$ cat config.mk
export PLATFORM = sky130hd
export DESIGN_NAME = ssd_ram
export DESIGN_NICKNAME = d
export VERILOG_FILES = /design/src/design/ssd_ram.sv
export SDC_FILE = /design/constraint.sdc
export NUM_CORES = 1
export LEC_CHECK = 0
export ABC_AREA = 1
export BUFFER_PORTS_ARGS = -buffer_cell sky130_fd_sc_hd__buf_2
export CORE_MARGIN = 3
export CORE_UTILIZATION = 60
export DETAILED_ROUTE_END_ITERATION = 7
export HOLD_SLACK_MARGIN = 0.05
export PLACE_DENSITY = 0.74
export SLEW_MARGIN = 20
export SYNTH_ARGS = -nofsm -noshare
export SYNTH_HDL_FRONTEND = slang
export SYNTH_SLANG_ARGS = --single-unit
$ cat constraint.sdc
create_clock -name clk_i -period 1.7 [get_ports clk_i]
set_input_delay 0.34 -clock clk_i [delete_from_list [all_inputs] [get_ports clk_i]]
set_output_delay 0.34 -clock clk_i [all_outputs]
set_load 0.005 [all_outputs]
$ cat src/design/ssd_ram.sv
module ssd_ram #(
  parameter int unsigned Width = 8,
  parameter int unsigned Depth = 16
) (
  input  logic                     clk_i,
  input  logic                     we_i,
  input  logic [$clog2(Depth)-1:0] waddr_i,
  input  logic [Width-1:0]         wdata_i,
  input  logic [$clog2(Depth)-1:0] raddr_i,
  output logic [Width-1:0]         rdata_o
);
  logic [Width-1:0] mem_q [Depth];

  // write port and registered read port
  always_ff @(posedge clk_i) begin
    if (we_i) begin
      mem_q[waddr_i] <= wdata_i;
    end
    rdata_o <= mem_q[raddr_i];
  end
endmodule

==> results by group <==
Detailed routing
  • # DRC: 0
  • Vias/cell: 5.37
  • DRT iter0 DRCs: 345
  • Drt first pass iters: 5
  • Final ANT Viol Nets: 0
  • DRT Wirelength: between 10000 and 15000 um
  • Routed len/inst: 16.9 um
  • Via count: between 3000 and 4000

STA
  • Fin crit period: 1.41 ns
  • RSZ-0062 raised after global routing: false
  • Setup TNS: 0 ns
  • Fmax achieved: 709 MHz
  • Hold slack: between 0.15 and 0.2 ns
  • Slew Limit Fails: 0
  • Final hold viol count: 0
  • # setup viols final: 0
  • Final critical-path share of the clock period: 0.830
  • Slew at the pin closest to its max-slew limit: approximately 0.37 ns
  • Max Clock Skew: 0.00709 ns
  • Headroom to the max-slew limit: 0.750

CTS
  • Clock Pin Slew Worst Setup and Hold Paths: about 0.06 ns
  • Cts bufs inserted: 17
  • Clock sinks: 136
  • Clock latency on the worst-skew pair: 0.53 ns
  • Hold_buf cts: 0
  • Post-cts resize count: 0
  • Root buffer cell: clkbuf_8
  • Clk buf depth: 2
  • CTS tree: done
  • Post-CTS Setup Bufs: 0
  • H-tree Lvls: 4

Critical path
  • Crit path largest cell delay: slightly above 0.4 ns
  • Worst-case reg-to-reg path depth: 6
  • R2r startpoint: mem_q[13][6]$_DFFE_PP_
  • WP data required: around 1.4 ns
  • Crit path DAT: about 1.1 ns
  • Critical path startpoint category: flop
  • R2r setup slk: 0.70 ns
  • Nature of the critical path endpoint: primary output
  • Setup CP Type: flop to primary output
  • Worst path slowest cell: dfxtp_1
  • Cells along the critical path: buf_2
  • Worst-path maximum fanout: 1
  • Top cell family by delay on the critical path: flip-flops
  • Reg-to-reg endpoint: rdata_o[6]$_DFF_P_
  • Worst Path Buf+Inv: 1

GRT
  • Initial antenna violation count: 0
  • Largest net degree at the start of global routing: 65
  • GR Util All Layers: 0.244
  • Vias in the first global route: roughly 3900
  • First-pass GRT wire length: 19800 um
  • GR Overflow Total: 0

Place
  • Placed cell count: around 710
  • Dpl hpwl: between 7000 and 8000 um
  • IO Port Bufs: 25
  • Final GP Congestion: 0.857

Job
  • Max cap viols: 0

Synth
  • Post-synthesis mux area share: 0
  • Yosys reg bits: 136
  • Post-synth EDFFs: 128
  • Avg Cell Area, Syn: 10.5 um^2
  • XOR/XNOR Fraction of Synth Area: 0
  • Synth Warn #: 0
  • Synth Area in Adders: 0
  • Syn_nets: 569
  • Most common cell in the netlist: nand2_1
  • Fraction of registers with async set/reset: 0
  • Post-synth top cells: nand2_1 (173), edfxtp_1 (128), inv_1 (100)
  • Post-synth top area share: 0.667
  • Synth Instances: 551
  • Simple-Gate Fraction of Synth Area: 0.210
  • Ys flop type: edfxtp_1
  • Synth Area in Compound Gates: 0
  • Synth area leaders: edfxtp_1 (67%), nand2_1 (11%), nand3_1 (8.4%), inv_1 (6.5%), dfxtp_1 (2.8%)
  • Post-Syn Area: 5770 um^2
  • Netlist cell types: 12
  • Area leader, netlist: edfxtp_1
  • Sequential cell area fraction in the yosys report: 0.694
  • Largest family of logic cells by synthesized area: simple AND/OR/NAND/NOR gates

Pwr
  • Peak VDD IR: ~0.77 mV
  • P_leak: 2.94 nW
  • Power after layout: about 7.6 mW
  • PD cells: 1130 nW/um^2

Cells and area
  • Layout cells sized above 1: 0.139
  • Fillcell total: 643
  • Multi-input gate area: roughly 1200 um^2
  • Layout area overhead: 16.1%
  • Register area: ~4000 um^2
  • Number of non-filler instances in the completed layout: 740
  • Fin util: 0.721
  • Antenna Cells: 0
  • Final nets: 616

Floorplanning
  • Total core area: 9280 um^2
  • Die H: 104 um
  • Die Span X: approximately 100 um
  • Num ports: 26
  • Initial core utilization: 0.621
  • FP Rows: 35
  • Die Area: between 10000 and 15000 um^2

Hold path
  • Hold_sp: raddr_i[3]
  • Hold path endpoint: rdata_o[1]$_DFF_P_
  • Worst hold path type: primary input to flop
  • Worst Hold Depth: 3

Status
  • Outcome: completed
-- per-layer routing --
layer  vias up  part of all wire  GRT usage  wire length [um]
met3        31              0.10     0.0652              1270
met5         -                 0          0                 0
met4         0             0.020     0.0940               251
li1       1871                 -          -                 -
met1      1840              0.38      0.313              4770
met2       232              0.50      0.401              6240
-- layout by cell type (no fill, tap or decap) --
cell	n
clkinvlp_4	2
clkbuf_16	16
dfxtp_1	8
clkbuf_1	1
nand2_1	173
buf_2	25
inv_1	100
buf_12	5
nor2_1	17
inv_6	6
clkbuf_8	1
inv_2	2
inv_8	3
nand3b_1	2
nand3_1	97
edfxtp_1	128
buf_4	22
clkinv_4	3
-- cell type report --
cell class | instances | area share
clock inverter | 14 | 0.0191
sequential | 136 | 0.598
inverter | 102 | 0.0572
timing repair buffer | 52 | 0.0583
tap | 129 | 0.0241
clock buffer | 18 | 0.0624
multi-input combinational | 289 | 0.181
-- where the power goes --
| part | switching, mW | internal, mW |
|---|---|---|
| Sequential | 0.0225 | 3.75 |
| Combinational | 0.318 | 0.151 |
| Clock | 1.50 | 1.85 |
| Total | 1.84 | 5.75 |
-- how the worst max path moves through the flow --
stage | startpoint | depth (start not counted) | slack (ns) | endpoint
4_1_cts | rdata_o[6]$_DFF_P_ | 1 | 0.30 | rdata_o[6]
3_3_place_gp | raddr_i[0] | 7 | 0.34 | rdata_o[6]$_DFF_P_
5_1_grt | rdata_o[6]$_DFF_P_ | 1 | 0.27 | rdata_o[6]
2_1_floorplan | waddr_i[2] | 2 | 0.41 | mem_q[10][0]$_DFFE_PP_
3_5_place_dp | raddr_i[0] | 7 | 0.29 | rdata_o[6]$_DFF_P_
6_report | rdata_o[6]$_DFF_P_ | 1 | 0.29 | rdata_o[6]
-- cell families after synthesis --
family        count (synthesis)
simple gates                289
flops                       136
buf+inv                     126
-- state kept, by name (all words and copies together), names as in the netlist --
register and cells:
mem_q 128, rdata_o 8
-- per-stage QoR --
step                instance area [um^2]  setup slack (ns)
floorplan                           5770             0.409
global placement                    6150             0.339
detailed placement                  6150             0.291
CTS                                 6700             0.297
global route                        6700             0.270
finish                              6700             0.289
No activity file was read; power rests on OpenSTA's default activity.
